==> src/hw/rtl/cpcr_delay.sv <==
`timescale 1ns / 1ps
`default_nettype none
module cpcr_delay #(
  parameter int DEPTH = 32,
  parameter int WIDTH = 8
) (
  input  logic             clk,
  input  logic             rst,
  input  logic             en,
  input  logic             head_valid,
  input  logic [WIDTH-1:0] head,
  output logic             tail_valid,
  output logic [WIDTH-1:0] tail
);

  logic [DEPTH-1:0] vld;
  logic [WIDTH-1:0] dat [DEPTH];

  always_ff @(posedge clk) begin
    if (rst) begin
      vld <= '0;
    end else if (en) begin
      vld[0] <= head_valid;
      for (int i = 1; i < DEPTH; i++) begin
        vld[i] <= vld[i-1];
      end
    end
  end

  always_ff @(posedge clk) begin
    if (en) begin
      dat[0] <= head;
      for (int i = 1; i < DEPTH; i++) begin
        dat[i] <= dat[i-1];
      end
    end
  end

  assign tail_valid = vld[DEPTH-1];
  assign tail       = dat[DEPTH-1];

endmodule
`default_nettype wire

==> config.mk <==
export PLATFORM = sky130hd
export DESIGN_NAME = cpcr_delay
export DESIGN_NICKNAME = d
export VERILOG_FILES = /design/src/hw/rtl/cpcr_delay.sv
export SDC_FILE = /design/constraint.sdc
export NUM_CORES = 1
export LEC_CHECK = 0
export BUFFER_PORTS_ARGS = -buffer_cell sky130_fd_sc_hd__buf_2
export CAP_MARGIN = 20
export CORE_MARGIN = 2
export CORE_UTILIZATION = 25
export DETAILED_ROUTE_END_ITERATION = 8
export SYNTH_ARGS = -nofsm -noshare
export SYNTH_HDL_FRONTEND = slang
export SYNTH_SLANG_ARGS = --single-unit
==> constraint.sdc <==
create_clock -name clk -period 0.81 [get_ports clk]
set_input_delay 0.0405 -clock clk [delete_from_list [all_inputs] [get_ports clk]]
set_output_delay 0.0405 -clock clk [all_outputs]
set_load 0.03 [all_outputs]
# Word-level counts from Yosys, hierarchy flattened
# Memories as Yosys holds them, arrays and structs flattened.
# Cells that the tools add are included.
# totals
ramBits	256
input_bits	12
reg_bits	32
wordCells	4
memories	1
# mem_list
name	words	word_bits	read_ports	rd_clocked_by_memory_dff	wr	line	rtl
dat	32	8	32	0	32	17	logic [WIDTH-1:0] dat [DEPTH];
# op_classes
mux	2
# op_table
op	n
two-way mux 1 bit	2

# Depth between registers and ports, before layout
# Gate-level depths: netlist (run 1).
# logic_depth
depth_word	2
ltp_mapped	4
depth_no_buf	2

# Least setup slack after synthesis (run 1)
# OpenSTA, ideal clock, no wires.
# synth_path
path_type	register -> register
startpoint	register vld[31] (netlist name)
endpoint	register vld[31]
path_stages_with_launch	3
path_slack_ns	0.081
required_ns	0.745
setup_time_ns	0.065
arrival_time_ns	0.665
cell_sequence	dfxtp_1 > mux2i_1 > nor2_1
# synth_rtl
item	line	rtl
end signal: indexed assignment	25	vld[i] <= vld[i-1];
end: declaration	16	logic [DEPTH-1:0] vld;

==> reports/metrics.cfg, run 1 <==
[outcome]
status = finished with violations
violations = negative setup slack

[synth]
synth_top_cell_area_share_pct = 86.3
synth_edf_count = 256
syn_area_sq_mm = 0.00891
postSynthAreaPerCell_sq_um = 24.3
synthArstFlopShare_pct = 0
synth-simple-area-share_pct = 1.35
yosys_warnings = 0
yosysMostFrequentCell = edfxtp_1
synth_top_cells_by_area = edfxtp_1 86%, dfxtp_1 7.2%, mux2i_1 3.6%, nor2_1 1.3%, buf_12 0.67%
ys_ff_latch = 288
yosysSeqAreaShare_pct = 93.5
synth_cell_types = 8
synth_top_family_by_area = multiplexers
synth_ff_type = edfxtp_1
synthTopCellsByCount = 256 x edfxtp_1, 32 x dfxtp_1, 32 x mux2i_1, 32 x nor2_1, 8 x buf_4
syn_inst = 367
synthXorXnorAreaFrac_pct = 0
synth_top_cell_by_area = edfxtp_1
synthAdderAreaFrac_pct = 0
syn-num-nets = 379
synthMuxAreaShare_pct = 3.59
synth_compound_area_share_pct = 0

[setup_path]
cpMaxStageDelayCell = edfxtp_1
cp_top_family = flip-flops
cp-startpoint = dat[1][124]$_DFFE_PP_
startpoint_type = register
critical_path_class = reg -> out
cp_max_fo = 1
cp.depth = 1
r2r_start = vld[31]$_SDFFE_PP0P_
worst-path-buf-inv = 1
required_ns = 0.77
slowest_delay_ns = 0.39
end_kind = primary output
path_cells = buf_6
r2r_cells = 3
worstPathArrival_ns = 1.05

[min_path]
min_path_cells = 2
hold_class = in -> reg
hp-start = en

[detailed_routing]
drc = 0
drtIter0Drc = 294
routedWlPerCell_microns = 10.9
via_per_inst = 3.53
drtPass1Iterations = 6
drtAntennaViolNets = 0
num_vias = 3189
drt-total-wl_microns = 9890

[timing]
tightest_slew_ns = 0.290
max-slew-margin-rel_pct = 80.7
rsz0062_at_grt = yes
finalClockSkew_ns = 0.0101
fin_crit_ns = 1.09
setup_violations = 9
finalHoldViolCount = 0
fin_setup_tns_ns = -2.31
fmax_mhz = 919
period_share_pct = 134
slew_violations = 0
finalWorstSetupSlack_ns = -0.278

[finish]
layout-drive-gt1-share_pct = 16.7
multiInputGateArea_sq_um = 440
seq_area_sq_mm = 0.00833
fin_cells = 903
syn_to_final_growth_pct = 20.1
num-nets-final = 438
diodes = 0
fillers = 3331
finalInstanceArea_sq_mm = 0.0107

[clocking]
cts_buffers = 26
cts-root-buf = clkbuf_16
tritoncts = built
cts_sinks = 288
clk_pin_slew_worst_paths_ns = 0.06
cts_buffer_depth = 3
htree_num_levels = 1
clk_latency_ns = 0.51

[power]
finalPower_mw = 30.2
pwr-share-seq_pct = 57.0
clockPowerShare_pct = 41.0
p_leak_nw = 3.67
pwr-share-comb_pct = 2.0
p_switching_mw = 5.59
swShare_pct = 18.5
power.density_mw_per_mm2 = 2820
p_int_mw = 24.6
ir_worst_vdd_mv = 1.69

[global_route]
grt_pass1_vias = 3264
gr-total-overflow = 0
grt_util_all_layers_pct = 5.39
grt_pass1_wl_microns = 16100
grt_max_degree = 56
antenna_found_initial = 0

[floorplanning]
dieArea_sq_mm = 0.0372
fp.coreArea_sq_mm = 0.0353
rows = 69
initial_core_util_pct = 25.2
die_x_microns = 193
die_h_microns = 193
io_pins = 21

[placement]
io_buffers = 20
dp_hpwl_microns = 5240
pre_cts_slack_ns = -0.0803
placed_area_sq_mm = 0.00964
place_inst = 846
gp_congestion = 0.617

[flow_run]
maxCapViolCount = 0

-- state kept, by name (all words and copies together), names as in the netlist --
register and count:
dat 256, vld 32
-- power groups by stage --
stage | Combinational [mW] | Sequential (mW) | Clock (mW)
after floorplan | 0.197 | 17.4 | 0
after global placement | 0.499 | 17.5 | 0
after detailed placement | 0.535 | 17.5 | 0
after CTS | 0.602 | 17.2 | 12.9
after global routing | 0.651 | 17.3 | 13.4
final | 0.594 | 17.2 | 12.4
-- final timing paths --
path	slack [ns]	endpoint
setup / recovery	-0.28	tail[4]
hold / removal	0.04	dat[0][5]$_DFFE_PP_
setup reg to reg	0.10	vld[31]$_SDFFE_PP0P_
hold reg to reg	0.41	dat[0][46]$_DFFE_PP_
-- kinds of logic after synthesis --
group / count (synthesis)
AND/OR/NAND/NOR: 32
flip-flops: 288
buffers and inverters: 15
multiplexers: 32
-- per-stage QoR --
| stage | hold WS (ns) | utilization (%) |
|---|---|---|
| 2_1_floorplan | 0.113 | - |
| 3_3_place_gp | 0.218 | 27.3 |
| 3_5_place_dp | 0.219 | 27.3 |
| 4_1_cts | 0.0163 | 30.3 |
| 5_1_grt | 0.0224 | 30.3 |
| 6_report | 0.0406 | 30.3 |
-- timing repair --
item	in CTS	in global routing
endpoints found under the setup margin	9	18
cloned	0	0
hold buffers	11	2
endpoints found under the hold margin	50	5
setup buffers	1	0
gates resized for setup	19	0
-- cell type report --
type / instances / area share, %
Clock buffer: 29 / 6.38
Clock inverter: 15 / 1.82
Multi-Input combinational cell: 64 / 4.11
Sequential cell: 288 / 77.8
Tap cell: 461 / 5.39
Timing Repair Buffer: 46 / 4.48
-- placed cells by master (no fill, tap or decap) --
cell type      count
buf_4              7
bufinv_16          4
buf_6              9
dfxtp_1           31
buf_12             7
clkbuf_16         27
inv_6              2
edfxtp_1         256
nor2_1            32
clkinv_2           1
clkinv_4           3
dlygate4sd3_1     12
clkbuf_1           2
buf_8              1
clkinv_1           3
mux2i_1           32
buf_2             10
dfxtp_2            1
clkinvlp_4         2
-- routing by layer --
metal	global-route usage, %	vias up	part of all wire, %
met2	8.81	46	47
met1	6.69	1583	45
met5	0	-	0
met3	1.65	28	4.4
li1	-	1532	-
met4	2.03	0	3.2
Power figures use the tool's default switching activity.
==> run 2, diff against run 1 <==
--- a/config.mk
+++ b/config.mk
@@ -5,11 +5,13 @@
 export SDC_FILE = /design/constraint.sdc
 export NUM_CORES = 1
 export LEC_CHECK = 0
+export ABC_CLOCK_PERIOD_IN_PS = 810
 export BUFFER_PORTS_ARGS = -buffer_cell sky130_fd_sc_hd__buf_2
 export CAP_MARGIN = 20
 export CORE_MARGIN = 2
 export CORE_UTILIZATION = 25
 export DETAILED_ROUTE_END_ITERATION = 8
+export RECOVER_POWER = 50
 export SYNTH_ARGS = -nofsm -noshare
 export SYNTH_HDL_FRONTEND = slang
 export SYNTH_SLANG_ARGS = --single-unit
==> run 2 against run 1 <==
Via count grew 0.94%. Largest cell class unchanged. The run still ends with negative setup slack left. Critical endpoint unchanged. Hold slack gained 0.095 ns. Utilization shrank 0.21 points.
==> reports/metrics.cfg, run 2 (synthesis gave the netlist of run 1 again) <==
[power]
p_switching_mw = 5.57
power.density_mw_per_mm2 = 2830
clockPowerShare_pct = 41.1
pwr-share-seq_pct = 57.1
pwr-share-comb_pct = 1.8
p_int_mw = 24.6
p_leak_nw = 3.64
ir_worst_vdd_mv = 1.69
finalPower_mw = 30.1
swShare_pct = 18.5

[timing]
finalClockSkew_ns = 0.0104
period_share_pct = 134
fin_crit_ns = 1.09
rsz0062_at_grt = yes
finalWorstSetupSlack_ns = -0.279
tightest_slew_ns = 0.611
fin_setup_tns_ns = -2.46
fmax_mhz = 918
finalHoldViolCount = 0
max-slew-margin-rel_pct = 59.3
setup_violations = 13
slew_violations = 0

[detailed_routing]
drtAntennaViolNets = 0
num_vias = 3219
drtIter0Drc = 289
drc = 0
routedWlPerCell_microns = 10.9
via_per_inst = 3.56
drtPass1Iterations = 4
drt-total-wl_microns = 9870

[clocking]
cts_buffers = 26
cts_buffer_depth = 3
htree_num_levels = 1
cts_sinks = 288
clk_latency_ns = 0.51
cts-root-buf = clkbuf_16
clk_pin_slew_worst_paths_ns = 0.06
tritoncts = built

[setup_path]
path_cells = buf_6
cpMaxStageDelayCell = edfxtp_1
critical_path_class = reg -> out
cp.depth = 1
slowest_delay_ns = 0.39
r2r_cells = 3
rrSetupSlack_ns = 0.10
worstPathArrival_ns = 1.05
cp_top_family = flip-flops
r2r_start = vld[31]$_SDFFE_PP0P_
required_ns = 0.77
worst-path-buf-inv = 1
timing.rr.end = vld[31]$_SDFFE_PP0P_
cp_max_fo = 1
end_kind = primary output
startpoint_type = register

[outcome]
status = finished with violations
violations = negative setup slack

[global_route]
grt_use_met1_pct = 6.69
gr-total-overflow = 0
use_met2_pct = 8.81
grt_max_degree = 56
grt_pass1_wl_microns = 16100
grt_pass1_vias = 3264
grtUsageMet3_pct = 1.65
grt_util_all_layers_pct = 5.39
antenna_found_initial = 0
busiest_layer = met2

[floorplanning]
dieArea_sq_mm = 0.0372
initial_core_util_pct = 25.2
die_x_microns = 193
fp.coreArea_sq_mm = 0.0353
io_pins = 21
die_h_microns = 193
rows = 69

[min_path]
hold_class = in -> reg
min_path_cells = 4
hp-start = en
worst_hold_path.endpoint = vld[31]$_SDFFE_PP0P_

[finish]
largest_register = dat
finalInstanceArea_sq_mm = 0.0106
largest_reg_flops = 256
final_cell_mix = 256 x edfxtp_1, 32 x mux2i_1, 32 x nor2_1, 31 x dfxtp_1, 27 x clkbuf_16
diodes = 0
final_common_cell = edfxtp_1
num-nets-final = 438
fin_util_pct = 30.1
reg_top3 = dat: 256 flops, vld: 32 flops
syn_to_final_growth_pct = 19.3
layout-drive-gt1-share_pct = 16.5

[placement]
placed_area_sq_mm = 0.00964
gp_congestion = 0.617
dp_hpwl_microns = 5240
io_buffers = 20

[flow_run]
maxCapViolCount = 0

run 2: power groups by stage:
stage	clock (mW)	sequential (mW)	combinational, mW
after floorplan	0	17.4	0.197
after global placement	0	17.5	0.499
after detailed placement	0	17.5	0.535
after CTS	12.9	17.2	0.602
after global routing	13.4	17.3	0.599
final	12.4	17.2	0.544
run 2: final cells by class:
cell class,count,area [sq um]
fillers,3342,24700
flip-flops and latches,288,8330
clock buffers,29,683
well taps,461,577
multi-input cells,64,440
repair buffers,46,404
clock inverters,15,195
run 2: worst max-delay path by stage:
stage                                startpoint                     to  slack (ns)
final                     dat[1][124]$_DFFE_PP_                tail[4]       -0.28
after global routing      dat[1][124]$_DFFE_PP_                tail[4]       -0.32
after CTS                 dat[1][124]$_DFFE_PP_                tail[4]       -0.32
after detailed placement                     en   vld[25]$_SDFFE_PP0P_       -0.08
after global placement                       en  dat[1][122]$_DFFE_PP_       -0.02
after floorplan            vld[31]$_SDFFE_PP0P_   vld[31]$_SDFFE_PP0P_        0.08
run 2: what timing repair did:
| item | 4_1_cts | 5_1_grt |
|---|---|---|
| hold buffers | 11 | 2 |
| resized for setup | 19 | 0 |
| hold endpoints to repair | 50 | 5 |
| setup buffers | 1 | 0 |
| endpoints found under the setup margin | 9 | 18 |
run 2: layer usage:
layer	vias to the layer above	routed length [microns]	part of all wire (%)
met5	-	0	0
met4	0	315	3.2
met3	27	431	4.4
met2	45	4770	48
met1	1613	4360	44
li1	1534	-	-
run 2: metrics by stage:
stage          setup WS, ns  cells  hold WS (ns)
2_1_floorplan        0.0807    367         0.113
3_5_place_dp        -0.0803    846         0.219
3_3_place_gp        -0.0165    846         0.218
4_1_cts              -0.319    902        0.0163
6_report             -0.279    903         0.135
5_1_grt              -0.320    903         0.162
